### src/rtl/apow_pkg.sv
// Shared constants, operation codes and controller/datapath interface types
// for the approximate float power block. No dependencies.
`default_nettype none

package apow_pkg;

	localparam int INT_EXP_BITS_DEF = 8;

	// Bias of the bit-pattern trick, as an integer and as its rounded float.
	localparam logic [31:0] POW_BIAS       = 32'd1064774667;
	localparam logic [31:0] POW_BIAS_F     = 32'h4E7DDCB0;
	localparam logic [31:0] FP_ONE         = 32'h3F800000;
	localparam logic [31:0] FP_DEFAULT_NAN = 32'hFFC00000;

	// Float unit operations.
	localparam logic [1:0] FOP_MUL = 2'd0;
	localparam logic [1:0] FOP_ADD = 2'd1;
	localparam logic [1:0] FOP_I2F = 2'd2;

	// Datapath operand and destination selections.
	localparam logic [3:0] SEL_I2F_D    = 4'd0;
	localparam logic [3:0] SEL_MUL_E    = 4'd1;
	localparam logic [3:0] SEL_I2F_N    = 4'd2;
	localparam logic [3:0] SEL_SUB_N    = 4'd3;
	localparam logic [3:0] SEL_MUL_FRAC = 4'd4;
	localparam logic [3:0] SEL_ADD_K    = 4'd5;
	localparam logic [3:0] SEL_MUL_R    = 4'd6;
	localparam logic [3:0] SEL_MUL_SQ   = 4'd7;
	localparam logic [3:0] SEL_MUL_FIN  = 4'd8;

	typedef struct packed {
		logic       load;
		logic       issue;
		logic       wr;
		logic       step;
		logic [3:0] sel;
	} cmd_t;

	typedef struct packed {
		logic fpu_done;
		logic precise;
		logic cur_nz;
		logic rest_nz;
		logic bit_now;
	} status_t;

endpackage

`default_nettype wire

### src/rtl/approximate_float_power_top.sv
// Top level of the approximate float power block: sequencer plus datapath.
// Depends on apow_pkg, apow_ctrl, apow_dp (and apow_fpu below it).
//
//   Channel  | Handshake        | Payload
//   ---------+------------------+---------------------------------------------
//   command  | start / busy     | opcode, base_bits, exponent_bits
//   result   | done (one cycle) | power_bits, exponent_out_of_range
//
// A command transfer happens on a rising edge with start high and busy low.
// Every float operation runs on the one shared three-stage float unit. Fast
// mode (and an out-of-range exponent) needs three operations. Precise mode
// needs five operations, one multiply per set bit of the integer part, one
// square per bit below its highest set bit, and a final multiply; a loop
// decision state precedes the loop and follows each square. The result is
// held for the one cycle that done is high; busy is low in that cycle, so
// the next command can transfer. Reset returns the sequencer to idle; no
// result can be held off.
`default_nettype none

module approximate_float_power_top #(
	parameter int INT_EXP_BITS = apow_pkg::INT_EXP_BITS_DEF
) (
	input  wire logic        clk,
	input  wire logic        arst_n,
	input  wire logic        start,
	output logic             busy,
	input  wire logic        opcode,
	input  wire logic [31:0] base_bits,
	input  wire logic [31:0] exponent_bits,
	output logic             done,
	output logic [31:0]      power_bits,
	output logic             exponent_out_of_range
);

	apow_pkg::cmd_t    cmd;
	apow_pkg::status_t status;

	apow_ctrl u_ctrl (
		.clk    (clk),
		.arst_n (arst_n),
		.start  (start),
		.busy   (busy),
		.done   (done),
		.cmd    (cmd),
		.status (status)
	);

	apow_dp #(
		.INT_EXP_BITS (INT_EXP_BITS)
	) u_dp (
		.clk                   (clk),
		.arst_n                (arst_n),
		.cmd                   (cmd),
		.status                (status),
		.opcode                (opcode),
		.base_bits             (base_bits),
		.exponent_bits         (exponent_bits),
		.power_bits            (power_bits),
		.exponent_out_of_range (exponent_out_of_range)
	);

endmodule

`default_nettype wire

### src/rtl/apow_fpu.sv
// Shared single-precision unit: multiply, add and signed integer conversion,
// three stages (operate, normalize, round). Depends on apow_pkg.
`default_nettype none

module apow_fpu (
	input  wire logic        clk,
	input  wire logic        arst_n,
	input  wire logic        issue,
	input  wire logic [1:0]  fop,
	input  wire logic [31:0] a,
	input  wire logic [31:0] b,
	input  wire logic [31:0] i_mag,
	input  wire logic        i_neg,
	output logic             done,
	output logic [31:0]      res
);

	// Operate stage.
	logic              f_sign;
	logic signed [10:0] f_ex;
	logic [49:0]       f_mag;
	logic              f_spec;
	logic [31:0]       f_specv;

	logic        a_nan, b_nan, a_inf, b_inf, a_zero, b_zero;
	logic [23:0] ma, mb;
	logic [7:0]  xa, xb;
	logic [47:0] prod;
	logic        swap, eff_sub, stk;
	logic [31:0] big, sml;
	logic [23:0] mbig, msml;
	logic [7:0]  xbig, xsml, ediff;
	logic [49:0] big_w, sml_w, sml_sh, sml_j, sum;

	always_comb begin
		a_nan  = (a[30:23] == 8'hFF) && (a[22:0] != '0);
		b_nan  = (b[30:23] == 8'hFF) && (b[22:0] != '0);
		a_inf  = (a[30:23] == 8'hFF) && (a[22:0] == '0);
		b_inf  = (b[30:23] == 8'hFF) && (b[22:0] == '0);
		a_zero = (a[30:0] == '0);
		b_zero = (b[30:0] == '0);
		ma = {a[30:23] != '0, a[22:0]};
		mb = {b[30:23] != '0, b[22:0]};
		xa = (a[30:23] == '0) ? 8'd1 : a[30:23];
		xb = (b[30:23] == '0) ? 8'd1 : b[30:23];
		prod = ma * mb;

		swap = b[30:0] > a[30:0];
		big  = swap ? b : a;
		sml  = swap ? a : b;
		mbig = {big[30:23] != '0, big[22:0]};
		msml = {sml[30:23] != '0, sml[22:0]};
		xbig = (big[30:23] == '0) ? 8'd1 : big[30:23];
		xsml = (sml[30:23] == '0) ? 8'd1 : sml[30:23];
		ediff = xbig - xsml;
		big_w = {1'b0, mbig, 25'd0};
		sml_w = {1'b0, msml, 25'd0};
		if (ediff >= 8'd50) begin
			sml_sh = '0;
			stk    = msml != '0;
		end else begin
			sml_sh = sml_w >> ediff;
			stk    = (sml_sh << ediff) != sml_w;
		end
		// The sticky bit is jammed into the lowest position before the add.
		sml_j   = sml_sh | {49'd0, stk};
		eff_sub = big[31] ^ sml[31];
		sum     = eff_sub ? (big_w - sml_j) : (big_w + sml_j);

		f_sign  = 1'b0;
		f_ex    = '0;
		f_mag   = '0;
		f_spec  = 1'b0;
		f_specv = '0;
		case (fop)
			apow_pkg::FOP_MUL: begin
				f_sign = a[31] ^ b[31];
				f_ex   = $signed({3'd0, xa}) + $signed({3'd0, xb}) - 11'sd127;
				f_mag  = {prod, 2'b00};
				f_spec = a_nan || b_nan || a_inf || b_inf;
				if (a_nan)
					f_specv = a | 32'h0040_0000;
				else if (b_nan)
					f_specv = b | 32'h0040_0000;
				else if ((a_inf && b_zero) || (a_zero && b_inf))
					f_specv = apow_pkg::FP_DEFAULT_NAN;
				else
					f_specv = {a[31] ^ b[31], 31'h7F80_0000};
			end
			apow_pkg::FOP_ADD: begin
				// An exact cancellation rounds to plus zero.
				f_sign = (eff_sub && (sum == '0)) ? 1'b0 : big[31];
				f_ex   = $signed({3'd0, xbig});
				f_mag  = sum;
				f_spec = a_nan || b_nan || a_inf || b_inf;
				if (a_nan)
					f_specv = a | 32'h0040_0000;
				else if (b_nan)
					f_specv = b | 32'h0040_0000;
				else if (a_inf && b_inf && (a[31] != b[31]))
					f_specv = apow_pkg::FP_DEFAULT_NAN;
				else if (a_inf)
					f_specv = a;
				else
					f_specv = b;
			end
			apow_pkg::FOP_I2F: begin
				f_sign = i_neg;
				f_ex   = 11'sd157;
				f_mag  = {i_mag, 18'd0};
			end
			default: begin
				f_spec  = 1'b1;
				f_specv = apow_pkg::FP_DEFAULT_NAN;
			end
		endcase
	end

	logic               v_s1, sign_s1, spec_s1;
	logic signed [10:0] ex_s1;
	logic [49:0]        mag_s1;
	logic [31:0]        specv_s1;

	// Normalize stage.
	logic [5:0]         lz;
	logic [49:0]        norm;
	logic signed [10:0] e2;

	always_comb begin
		lz = '0;
		for (int i = 0; i < 50; i++) begin
			if (mag_s1[i])
				lz = 6'(49 - i);
		end
		norm = mag_s1 << lz;
		e2   = ex_s1 + 11'sd1 - $signed({5'd0, lz});
	end

	logic               v_s2, sign_s2, spec_s2, zero_s2;
	logic signed [10:0] e2_s2;
	logic [49:0]        norm_s2;
	logic [31:0]        specv_s2;

	// Round stage.
	logic signed [10:0] dn;
	logic [5:0]         sh;
	logic [49:0]        shifted;
	logic [23:0]        m24;
	logic               g, st, inc;
	logic [7:0]         field;
	logic [30:0]        packed_v;
	logic [31:0]        rnd;

	always_comb begin
		dn = 11'sd1 - e2_s2;
		if (e2_s2 >= 11'sd1)
			sh = '0;
		else if (dn > 11'sd63)
			sh = 6'd63;
		else
			sh = dn[5:0];
		shifted  = norm_s2 >> sh;
		m24      = shifted[49:26];
		g        = shifted[25];
		st       = ((shifted << sh) != norm_s2) || (shifted[24:0] != '0);
		inc      = g & (st | m24[0]);
		field    = (e2_s2 >= 11'sd1) ? e2_s2[7:0] : 8'd0;
		packed_v = {field, m24[22:0]} + {30'd0, inc};
		if (spec_s2)
			rnd = specv_s2;
		else if (zero_s2)
			rnd = {sign_s2, 31'd0};
		else if (e2_s2 >= 11'sd255)
			rnd = {sign_s2, 31'h7F80_0000};
		else
			rnd = {sign_s2, packed_v};
	end

	always_ff @(posedge clk or negedge arst_n) begin
		if (!arst_n) begin
			v_s1 <= 1'b0;
			v_s2 <= 1'b0;
			done <= 1'b0;
		end else begin
			v_s1 <= issue;
			v_s2 <= v_s1;
			done <= v_s2;
		end
	end

	always_ff @(posedge clk) begin
		sign_s1  <= f_sign;
		ex_s1    <= f_ex;
		mag_s1   <= f_mag;
		spec_s1  <= f_spec;
		specv_s1 <= f_specv;
		sign_s2  <= sign_s1;
		e2_s2    <= e2;
		norm_s2  <= norm;
		spec_s2  <= spec_s1;
		specv_s2 <= specv_s1;
		zero_s2  <= mag_s1 == '0;
		res      <= rnd;
	end

endmodule

`default_nettype wire

### src/rtl/apow_dp.sv
// Datapath: operand registers, integer part and range check, result
// registers and the shared float unit. Depends on apow_pkg and apow_fpu.
`default_nettype none

module apow_dp #(
	parameter int INT_EXP_BITS = apow_pkg::INT_EXP_BITS_DEF
) (
	input  wire logic              clk,
	input  wire logic              arst_n,
	input  wire apow_pkg::cmd_t    cmd,
	output apow_pkg::status_t      status,
	input  wire logic              opcode,
	input  wire logic [31:0]       base_bits,
	input  wire logic [31:0]       exponent_bits,
	output logic [31:0]            power_bits,
	output logic                   exponent_out_of_range
);

	localparam int IW = (INT_EXP_BITS > 1) ? $clog2(INT_EXP_BITS) : 1;
	localparam logic [30:0] LIM_BITS = 31'((127 + INT_EXP_BITS) * (2 ** 23));

	logic          op_q;
	logic [31:0]   base_q, exp_q, fd_q, t_q, r_q, sq_q, approx_q, power_q;
	logic [IW-1:0] i_q;

	function automatic logic [31:0] sat_u32(input logic [31:0] y);
		logic [55:0] w;
		logic [31:0] v;
		logic [7:0]  sh;
		sh = y[30:23] - 8'd127;
		w  = {32'd0, 1'b1, y[22:0]} << sh[4:0];
		if (y[31] || (y[30:23] < 8'd127) || ((y[30:23] == 8'hFF) && (y[22:0] != '0)))
			v = '0;
		else if (y[30:23] >= 8'd159)
			v = 32'hFFFF_FFFF;
		else
			v = w[54:23];
		return v;
	endfunction

	// Range check and integer part of the exponent.
	logic                    oor;
	logic [7:0]              e_sh;
	logic [55:0]             n_full;
	logic [INT_EXP_BITS-1:0] n_w, n_at;
	logic [31:0]             diff, diff_abs;

	always_comb begin
		oor = ((exp_q[30:23] == 8'hFF) && (exp_q[22:0] != '0))
			|| (exp_q[31] && (exp_q[30:0] >= 31'h3F80_0000))
			|| (!exp_q[31] && (exp_q[30:0] >= LIM_BITS));
		e_sh   = exp_q[30:23] - 8'd127;
		n_full = {32'd0, 1'b1, exp_q[22:0]} << e_sh[4:0];
		if (exp_q[31] || (exp_q[30:23] < 8'd127))
			n_w = '0;
		else
			n_w = n_full[23 +: INT_EXP_BITS];
		n_at     = n_w >> i_q;
		diff     = base_q - apow_pkg::POW_BIAS;
		diff_abs = diff[31] ? (~diff + 32'd1) : diff;
	end

	assign status.precise = op_q & ~oor;
	assign status.cur_nz  = n_at != '0;
	assign status.rest_nz = (n_at >> 1) != '0;
	assign status.bit_now = n_at[0];

	// Operand selection for the float unit.
	logic [1:0]  fop;
	logic [31:0] fa, fb, i_mag, fpu_res;
	logic        i_neg, fpu_done;

	always_comb begin
		fop   = apow_pkg::FOP_MUL;
		fa    = '0;
		fb    = '0;
		i_mag = diff_abs;
		i_neg = diff[31];
		unique case (cmd.sel) inside
			apow_pkg::SEL_I2F_D: begin
				fop = apow_pkg::FOP_I2F;
			end
			apow_pkg::SEL_I2F_N: begin
				fop   = apow_pkg::FOP_I2F;
				i_mag = 32'(n_w);
				i_neg = 1'b0;
			end
			apow_pkg::SEL_MUL_E: begin
				fa = exp_q;
				fb = fd_q;
			end
			apow_pkg::SEL_SUB_N: begin
				fop = apow_pkg::FOP_ADD;
				fa  = exp_q;
				fb  = {~t_q[31], t_q[30:0]};
			end
			apow_pkg::SEL_MUL_FRAC: begin
				fa = t_q;
				fb = fd_q;
			end
			apow_pkg::SEL_ADD_K: begin
				fop = apow_pkg::FOP_ADD;
				fa  = t_q;
				fb  = apow_pkg::POW_BIAS_F;
			end
			apow_pkg::SEL_MUL_R: begin
				fa = r_q;
				fb = sq_q;
			end
			apow_pkg::SEL_MUL_SQ: begin
				fa = sq_q;
				fb = sq_q;
			end
			apow_pkg::SEL_MUL_FIN: begin
				fa = r_q;
				fb = approx_q;
			end
			default: begin
				fa = '0;
			end
		endcase
	end

	apow_fpu u_fpu (
		.clk    (clk),
		.arst_n (arst_n),
		.issue  (cmd.issue),
		.fop    (fop),
		.a      (fa),
		.b      (fb),
		.i_mag  (i_mag),
		.i_neg  (i_neg),
		.done   (fpu_done),
		.res    (fpu_res)
	);

	assign status.fpu_done = fpu_done;

	always_ff @(posedge clk or negedge arst_n) begin
		if (!arst_n) begin
			i_q <= '0;
		end else if (cmd.load) begin
			i_q <= '0;
		end else if (cmd.step) begin
			i_q <= i_q + IW'(1);
		end
	end

	always_ff @(posedge clk) begin
		if (cmd.load) begin
			op_q   <= opcode;
			base_q <= base_bits;
			exp_q  <= exponent_bits;
			r_q    <= apow_pkg::FP_ONE;
			sq_q   <= base_bits;
		end else if (cmd.wr) begin
			unique case (cmd.sel) inside
				apow_pkg::SEL_I2F_D: fd_q <= fpu_res;
				apow_pkg::SEL_I2F_N, apow_pkg::SEL_SUB_N,
				apow_pkg::SEL_MUL_E, apow_pkg::SEL_MUL_FRAC: t_q <= fpu_res;
				apow_pkg::SEL_ADD_K: begin
					approx_q <= sat_u32(fpu_res);
					power_q  <= sat_u32(fpu_res);
				end
				apow_pkg::SEL_MUL_R: r_q <= fpu_res;
				apow_pkg::SEL_MUL_SQ: sq_q <= fpu_res;
				apow_pkg::SEL_MUL_FIN: power_q <= fpu_res;
				default: power_q <= power_q;
			endcase
		end
	end

	assign power_bits            = power_q;
	assign exponent_out_of_range = op_q & oor;

endmodule

`default_nettype wire

### src/rtl/apow_ctrl.sv
// Sequencer that steps the datapath through the float operations of one item.
// Depends on apow_pkg.
`default_nettype none

module apow_ctrl (
	input  wire logic              clk,
	input  wire logic              arst_n,
	input  wire logic              start,
	output logic                   busy,
	output logic                   done,
	output apow_pkg::cmd_t         cmd,
	input  wire apow_pkg::status_t status
);

	localparam logic [3:0] S_IDLE = 4'd0;
	localparam logic [3:0] S_FD   = 4'd1;
	localparam logic [3:0] S_ME   = 4'd2;
	localparam logic [3:0] S_NF   = 4'd3;
	localparam logic [3:0] S_SUB  = 4'd4;
	localparam logic [3:0] S_MF   = 4'd5;
	localparam logic [3:0] S_ADDK = 4'd6;
	localparam logic [3:0] S_LOOP = 4'd7;
	localparam logic [3:0] S_MR   = 4'd8;
	localparam logic [3:0] S_SQ   = 4'd9;
	localparam logic [3:0] S_FIN  = 4'd10;
	localparam logic [3:0] S_OUT  = 4'd11;

	logic [3:0] state_q, state_d;
	logic       issued_q, op_state, load;

	assign busy     = (state_q != S_IDLE) && (state_q != S_OUT);
	assign done     = state_q == S_OUT;
	assign load     = start && !busy;
	assign op_state = busy && (state_q != S_LOOP);

	always_comb begin
		cmd.load  = load;
		cmd.issue = op_state && !issued_q;
		cmd.wr    = op_state && status.fpu_done;
		cmd.step  = (state_q == S_SQ) && status.fpu_done;
		unique case (state_q)
			S_FD:    cmd.sel = apow_pkg::SEL_I2F_D;
			S_ME:    cmd.sel = apow_pkg::SEL_MUL_E;
			S_NF:    cmd.sel = apow_pkg::SEL_I2F_N;
			S_SUB:   cmd.sel = apow_pkg::SEL_SUB_N;
			S_MF:    cmd.sel = apow_pkg::SEL_MUL_FRAC;
			S_ADDK:  cmd.sel = apow_pkg::SEL_ADD_K;
			S_MR:    cmd.sel = apow_pkg::SEL_MUL_R;
			S_SQ:    cmd.sel = apow_pkg::SEL_MUL_SQ;
			S_FIN:   cmd.sel = apow_pkg::SEL_MUL_FIN;
			default: cmd.sel = apow_pkg::SEL_I2F_D;
		endcase
	end

	always_comb begin
		state_d = state_q;
		unique case (state_q) inside
			S_IDLE, S_OUT: state_d = load ? S_FD : S_IDLE;
			S_FD:   if (status.fpu_done) state_d = status.precise ? S_NF : S_ME;
			S_ME:   if (status.fpu_done) state_d = S_ADDK;
			S_NF:   if (status.fpu_done) state_d = S_SUB;
			S_SUB:  if (status.fpu_done) state_d = S_MF;
			S_MF:   if (status.fpu_done) state_d = S_ADDK;
			S_ADDK: if (status.fpu_done) state_d = status.precise ? S_LOOP : S_OUT;
			S_LOOP: begin
				// Squares stop once no higher bit of the integer part is left.
				if (!status.cur_nz)
					state_d = S_FIN;
				else if (status.bit_now)
					state_d = S_MR;
				else
					state_d = S_SQ;
			end
			S_MR:   if (status.fpu_done) state_d = status.rest_nz ? S_SQ : S_FIN;
			S_SQ:   if (status.fpu_done) state_d = S_LOOP;
			S_FIN:  if (status.fpu_done) state_d = S_OUT;
			default: state_d = S_IDLE;
		endcase
	end

	always_ff @(posedge clk or negedge arst_n) begin
		if (!arst_n) begin
			state_q  <= S_IDLE;
			issued_q <= 1'b0;
		end else begin
			state_q <= state_d;
			if (cmd.wr)
				issued_q <= 1'b0;
			else if (cmd.issue)
				issued_q <= 1'b1;
		end
	end

endmodule

`default_nettype wire

### config.mk
export PLATFORM = sky130hd
export DESIGN_NAME = approximate_float_power_top
export DESIGN_NICKNAME = d
export VERILOG_FILES = /design/src/rtl/apow_pkg.sv /design/src/rtl/approximate_float_power_top.sv /design/src/rtl/apow_fpu.sv /design/src/rtl/apow_dp.sv /design/src/rtl/apow_ctrl.sv
export SDC_FILE = /design/constraint.sdc
export NUM_CORES = 2
export LEC_CHECK = 0
export ABC_AREA = 1
export ABC_CLOCK_PERIOD_IN_PS = 14400
export BUFFER_PORTS_ARGS = -buffer_cell sky130_fd_sc_hd__buf_2
export CORE_UTILIZATION = 30
export CTS_BUF_LIST = sky130_fd_sc_hd__clkbuf_4 sky130_fd_sc_hd__clkbuf_8
export DETAILED_ROUTE_END_ITERATION = 6
export PLACE_DENSITY = 0.41
export SYNTH_ARGS = -nofsm -noshare
export SYNTH_HDL_FRONTEND = slang
export SYNTH_SLANG_ARGS = --single-unit
### constraint.sdc
create_clock -name clk -period 14.4 [get_ports clk]
set_clock_uncertainty 0.2 [all_clocks]
set_input_delay 3.6 -clock clk [delete_from_list [all_inputs] [get_ports clk]]
set_output_delay 3.6 -clock clk [all_outputs]
set_load 0.02 [all_outputs]
== After elaboration in Yosys (flattened, before gate mapping) ==
Memories as Yosys holds them, arrays and structs flattened.
Index checks and enable logic that the tools add are counted.
Storage, ports and cells
  register bits after elaboration: 491
  ROM bits: 64
  input port bits: 68
  output and inout port bits: 35
  word-level logic and storage cells: 301
  memories kept: 1
Cells by class
  add/sub/neg operators: 14
  multipliers: 1
  order comparisons: 10
  equality and inequality tests: 38
  shift operators: 8
  multiplexer cells: 110
  bitwise gates (word level): 11
  reduce and logical (&&, ||, !) cells: 81
Memory list
  (name not given): words 16, bits a word 4, read ports 1, clocked after memory_dff 0, write ports 0, line apow_ctrl.sv:41  | unique case (state_q)
Operator list (number)
  32-bit two-way mux: 17
  6-bit two-way mux: 52
  32-bit case mux with 5 select lines: 1
  50-bit case mux with 3 select lines: 1
  32-bit case mux with 4 select lines: 1
  50-bit zero test: 2
  50-bit two-way mux: 2
  50-bit by 6-bit left shift with 50-bit output: 2
  32-bit case mux with 3 select lines: 1
  23-bit nonzero test: 4
  32-bit case mux with 2 select lines: 1
  31-bit zero test: 2
  31-bit two-way mux: 2
  24-bit by 5-bit left shift with 55-bit output: 1
  49-bit by 50-bit adder with 50-bit output: 1
  50-bit by 49-bit != test with 1-bit output: 1
  50-bit != test: 1
  50-bit by 1-bit bitwise OR with 50-bit output: 1
  50-bit by 8-bit left shift with 50-bit output: 1
  49-bit by 8-bit >> shifter with 50-bit output: 1
  50-bit by 6-bit >> shifter with 50-bit output: 1
  49-bit by 50-bit subtractor with 50-bit output: 1
  24-bit by 24-bit multiplier with 48-bit output: 1
  8-bit two-way mux: 6
  other kinds (64): 169

== Depth between registers and ports, before layout ==
  depth in word-level cells: 51
  gate-level depth with buffers: 100
  depth with buffers taken out: 92

== Modules after synthesis ==
From an unflattened synthesis, not the netlist that was laid out.
Second synthesis, totals
  cells, all modules: 10188
  area, all modules: 65701.8 µm²
By module, submodules not included
  apow_fpu: instances 1, cells an instance 8069, area each 49342.3 µm², sequential area each 4519.3 µm²
  apow_dp: instances 1, cells an instance 2020, area each 15736.3 µm², sequential area each 7472.2 µm²
  apow_ctrl: instances 1, cells an instance 99, area each 623.1 µm², sequential area each 125.1 µm²

== Least setup slack after synthesis ==
OpenSTA, ideal clock, no wires.
  path kind: reg2reg
  from: reg u_ctrl.state_q[0]
  to: reg u_dp.u_fpu.sign_s1
  setup time: 0.112 ns
  arrival time: 10.253 ns
  required time: 14.088 ns
  path slack: 3.835 ns
  cell stages (with the launch flop): 81
  path buffers: 10
  clock period less this slack: 10.565 ns
  cell sequence: dfrtp_1 -> inv_1 -> ha_1 -> inv_1 -> nand2_1 -> nand2_4 -> inv_2 -> buf_6 -> nand3_4 -> nand2_8 -> buf_6 -> nand2_1 -> o21ai_0 -> nor2_1 -> clkbuf_1 -> clkinv_1 -> clkbuf_1 -> ha_1 -> [45 not listed] -> nand2_1 -> nand2_1 -> nand2_1 -> a21boi_0 -> xor2_1 -> nor2_1 -> a21oi_1 -> nand4_1 -> nor2_1 -> nand4_1 -> nor2_1 -> nand2_1 -> nor2_1 -> nand4_1 -> nor2_1 -> nand3_1 -> nand2_1 -> nand2_1
Between the ends
  word-level cells in the longest chain between the ends: 20
  elaborated cells between the ends (all ways): 51
  classes of those cells: 3 x add/sub; 2 x order compare; 11 x eq/ne; 2 x shift; 13 x mux; 3 x bitwise; 16 x reduce/logical; 1 x memory
RTL lines
  from (decl): line apow_ctrl.sv:28  | logic [3:0] state_q, state_d;
  from (signal assigned): line apow_ctrl.sv:86  | state_q <= state_d;
  memory 16 x 4 bit (*)
  4-bit by 3-bit == test with 1-bit output (no line), or another cell as far along
  2-bit OR reduction (no line)
  32-bit case mux with 5 select lines / 32-bit case mux with 4 select lines (equally long branches): line apow_dp.sv:79  | unique case (cmd.sel) inside
  31-bit > comparator: line apow_fpu.sv:48  | swap = b[30:0] > a[30:0];
  32-bit two-way mux, on equally long branches: line apow_fpu.sv:49, apow_fpu.sv:50
  8-bit zero test, on equally long branches: line apow_fpu.sv:53, apow_fpu.sv:54
  8-bit two-way mux, on equally long branches: line apow_fpu.sv:53, apow_fpu.sv:54
  [4 not listed]
  1-bit two-way mux: line apow_fpu.sv:58  | if (ediff >= 8'd50) begin
  50-bit by 1-bit bitwise OR with 50-bit output: line apow_fpu.sv:66  | sml_j = sml_sh | {49'd0, stk};
  49-bit by 50-bit adder with 50-bit output / 49-bit by 50-bit subtractor with 50-bit output (equally long branches): line apow_fpu.sv:68  | sum = eff_sub ? (big_w - sml_j) : (big_w + sml_j);
  50-bit two-way mux: line apow_fpu.sv:68
  50-bit zero test: line apow_fpu.sv:92  | f_sign = (eff_sub && (sum == '0)) ? 1'b0 : big[31];
  1-bit logical AND: line apow_fpu.sv:92
  1-bit two-way mux: line apow_fpu.sv:92
  1-bit case mux with 3 select lines (*): line apow_fpu.sv:75  | case (fop)
  to (signal assigned): line apow_fpu.sv:192  | sign_s1 <= f_sign;
  to (decl): line apow_fpu.sv:119  | logic v_s1, sign_s1, spec_s1;
Mark *: on every way between the ends. The rest lies on a longest branch, timed or not.
A chain may end at the register's enable or synchronous reset.

== Worst setup path after layout ==
  from: reg u_ctrl.state_q[1]
  to: reg u_dp.u_fpu.sign_s1
Same word-level chain as after synthesis.

==> summary.md <==
| Metric | Value |
|---|---|
| Placed Area | about 66,000 µm² |
| Buf/Inv on CP | 11 |
| Worst-path fanout max | between 60 and 70 |
| CTS Buffer Depth | 3 |
| Antenna violations before repair | 28 |
| Worst reg2reg endpoint | u_dp.u_fpu.sign_s1 |
| First-pass GRT wire length | 477 mm |
| Hpwl dp | about 270 mm |
| Drt first pass iters | 7 |
| CP required | about 15 ns |
| Share of post-route cells with drive strength above 1 | 0.0688 |
| Avg Synthesized Cell Area | approximately 6.6 µm² |
| Non-filler instance count after layout | 12.2k |
| IO Port Bufs | ~100 |
| Core Area | 207,000 µm² |
| Violated checks | DRC |
| DR WL/cell | between 20 and 30 µm |
| Routability cong. | around 1.1 |
| CP peak stage delay | 0.66 ns |
| Clock sink count | 490 |
| Worst Setup EP | u_dp.u_fpu.sign_s1 |
| Synth cell types | 71 |
| Ports | between 100 and 150 |
| EDFF count, synth | 225 |
| Via count | 66.0k |
| Register area share after synthesis | 0.193 |
| Fin crit share | 0.939 |
| PostCTS Resize Cnt | 0 |
| YS warnings | 0 |
| Max-cap violations | 0 |
| Crit path depth | 74 |
| Hold_sp | u_dp.u_fpu.specv_s1[29] |
| Die H | 459 µm |
| Design area | slightly below 70,000 µm² |
| Mapped Cells | 9,421 |
| Commonest cells after routing, fill and taps aside | nand2_1 (2,844), inv_1 (1,211), nand3_1 (1,032), o21ai_0 (696), nor2_1 (539) |
| Fmax | about 74 MHz |
| CP top delay family | simple AND/OR/NAND/NOR gates |
| Most frequent CP cell | nand2_1 |
| Start of the worst register-to-register path | u_ctrl.state_q[1] |
| Top Layer Used | met5 |
| NumNets Final | approximately 10k |
| Fin. Hold Viols | 0 |
| CTS tree | done |
| Final Max Slew Viols | 0 |
| Worst path slowest cell | buf_4 |
| Vias in the first global route | ~64k |
| Crit path launch | u_ctrl.state_q[1] |
| Inserted Clock Buffers | 86 |
| Standard-cell rows | roughly 170 |
| Dominant cell type by area after synthesis | nand2_1 |
| Post-CTS Hold Buffers | 0 |
| RSZ-0062 raised after global routing | false |
| Routed Wire Length | ~340 mm |
| Worst-margin pin slew | 1.37 ns |
| Yosys top cell area share | 0.171 |
| Setup TNS | 0 ns |
| Clock root buffer master | clkbuf_8 |
| CTS H-tree depth | 3 |
| Synth area leaders | nand2_1 (17%), fa_1 (16%), edfxtp_1 (11%) |
| Largest regs | u_dp.u_fpu.mag_s1: 50 flops, u_dp.u_fpu.norm_s2: 50 flops |
| Fillers | between 20k and 25k |
| Mapped Area | 62,600 µm² |
| Worst reg-to-reg setup slack | 0.89 ns |
| Pin count of the biggest net entering global routing | 92 |
| Drc violations | 3 |
| Commonest non-fill, non-tap cell in the layout | nand2_1 |
| Hold Path Stages | 0 |
| Placed cell count | between 10k and 15k |
| Die Wd | roughly 460 µm |
| Setup Buffers After CTS | 0 |
| Critical Path Source Type | flip-flop |
| Net Count, Synth | between 10k and 15k |
| Die footprint | ~210,000 µm² |
| Layout Area Growth over Synthesis | 8.84% |
| DRT met1 WL | roughly 150 mm |
| WP data arrival | about 14 ns |
| HP Class | flip-flop to flip-flop |
| Outcome | complete, but fails checks |
| Total global-route track usage | 0.314 |
| Post-synthesis sequential element count | 490 |
| Post-DRT Antenna Nets | 0 |
| Met3 wire len | roughly 24 mm |
| Cells on worst reg2reg path | 74 |
| DR WL met2 | about 150 mm |
| Asr flop ratio synth | 0.0224 |
| Slew headroom | 0.0786 |
| Initial DRC Count | between 6k and 7k |
| Starting density of the core | 0.302 |
| GRT Residual Overflow | 0 |
| Crit path capture type | flip-flop |
| Fin crit period | between 10 and 15 ns |
| # setup viols final | 0 |
| Crit path kind | flip-flop to flip-flop |
| Insertion delay to the later sink of the worst-skew pair | 0.80 ns |
| Vias per cell | approximately 5.4 |
| CTS clk-pin slew, worst paths | 0.07 ns |
| Prevailing post-synth register cell | dfxtp_1 |
-- per-layer routing --
metal  up-vias  track usage
met2      2770        0.486
met1     32400        0.428
met4        24        0.148
met3       607       0.0457
li1      30200            -
met5         -            0
-- worst min path at each step --
stage                              endpoint  slack (ns)
detailed placement  u_dp.u_fpu.specv_s2[16]        0.11
finish              u_dp.u_fpu.specv_s2[29]        0.13
floorplan                u_dp.u_fpu.sign_s2        0.11
global placement    u_dp.u_fpu.specv_s2[21]        0.11
CTS                 u_dp.u_fpu.specv_s2[16]        0.13
global route        u_dp.u_fpu.specv_s2[21]        0.13
-- cells by family after synthesis --
kind of cell / after synthesis / share of synthesized area
and+or+nand+nor: 4812 / 0.328
adders and majority gates: 816 / 0.221
buffers and inverters: 1766 / 0.110
xor gates and xnor gates: 116 / 0.0162
DFF: 490 / 0.193
AOI/OAI and AO/OA: 1377 / 0.124
muxes: 44 / 0.00705
-- cell usage after synthesis, types with 11 or more instances --
| cell | count |
|---|---|
| a21oi_1 | 346 |
| a31oi_1 | 35 |
| buf_1 | 93 |
| buf_2 | 72 |
| buf_4 | 16 |
| buf_6 | 16 |
| clkbuf_1 | 310 |
| clkinv_1 | 17 |
| dfrtp_1 | 11 |
| dfxtp_1 | 254 |
| edfxtp_1 | 225 |
| fa_1 | 486 |
| ha_1 | 330 |
| inv_1 | 1216 |
| inv_2 | 26 |
| mux2i_1 | 43 |
| nand2_1 | 2850 |
| nand2_2 | 33 |
| nand3_1 | 1032 |
| nand3_2 | 24 |
| nand4_1 | 114 |
| nor2_1 | 545 |
| nor3_1 | 81 |
| nor4_1 | 39 |
| o2111ai_1 | 13 |
| o211ai_1 | 81 |
| o21a_1 | 18 |
| o21ai_0 | 696 |
| o21ai_1 | 35 |
| o21ai_2 | 14 |
| o21bai_1 | 11 |
| o221ai_1 | 36 |
| o31ai_1 | 12 |
| or2_2 | 27 |
| xnor2_1 | 38 |
| xor2_1 | 78 |
-- stage by stage --
stage	hold WS, ns	utilization	worst slack (ns)
CTS	0.126	0.329	1.30
finish	0.127	0.329	0.886
floorplan	0.110	-	3.83
detailed placement	0.112	0.319	1.43
global route	0.131	0.329	0.0559
global placement	0.111	0.319	1.19
-- layout make-up --
class	instances	area, µm²	area share
Multi-Input combinational cell	7165	43900	0.643
Sequential cell	490	12100	0.178
Inverter	1259	4730	0.0693
Tap cell	2788	3490	0.0512
Timing Repair Buffer	282	1940	0.0284
Clock buffer	120	1510	0.0221
Clock inverter	39	523	0.00767
Antenna cell	10	25.0	0.000367
Power is left out: the tool's default activity adds up to more than one toggle a clock period on the data nets, which glitch-free logic cannot reach.
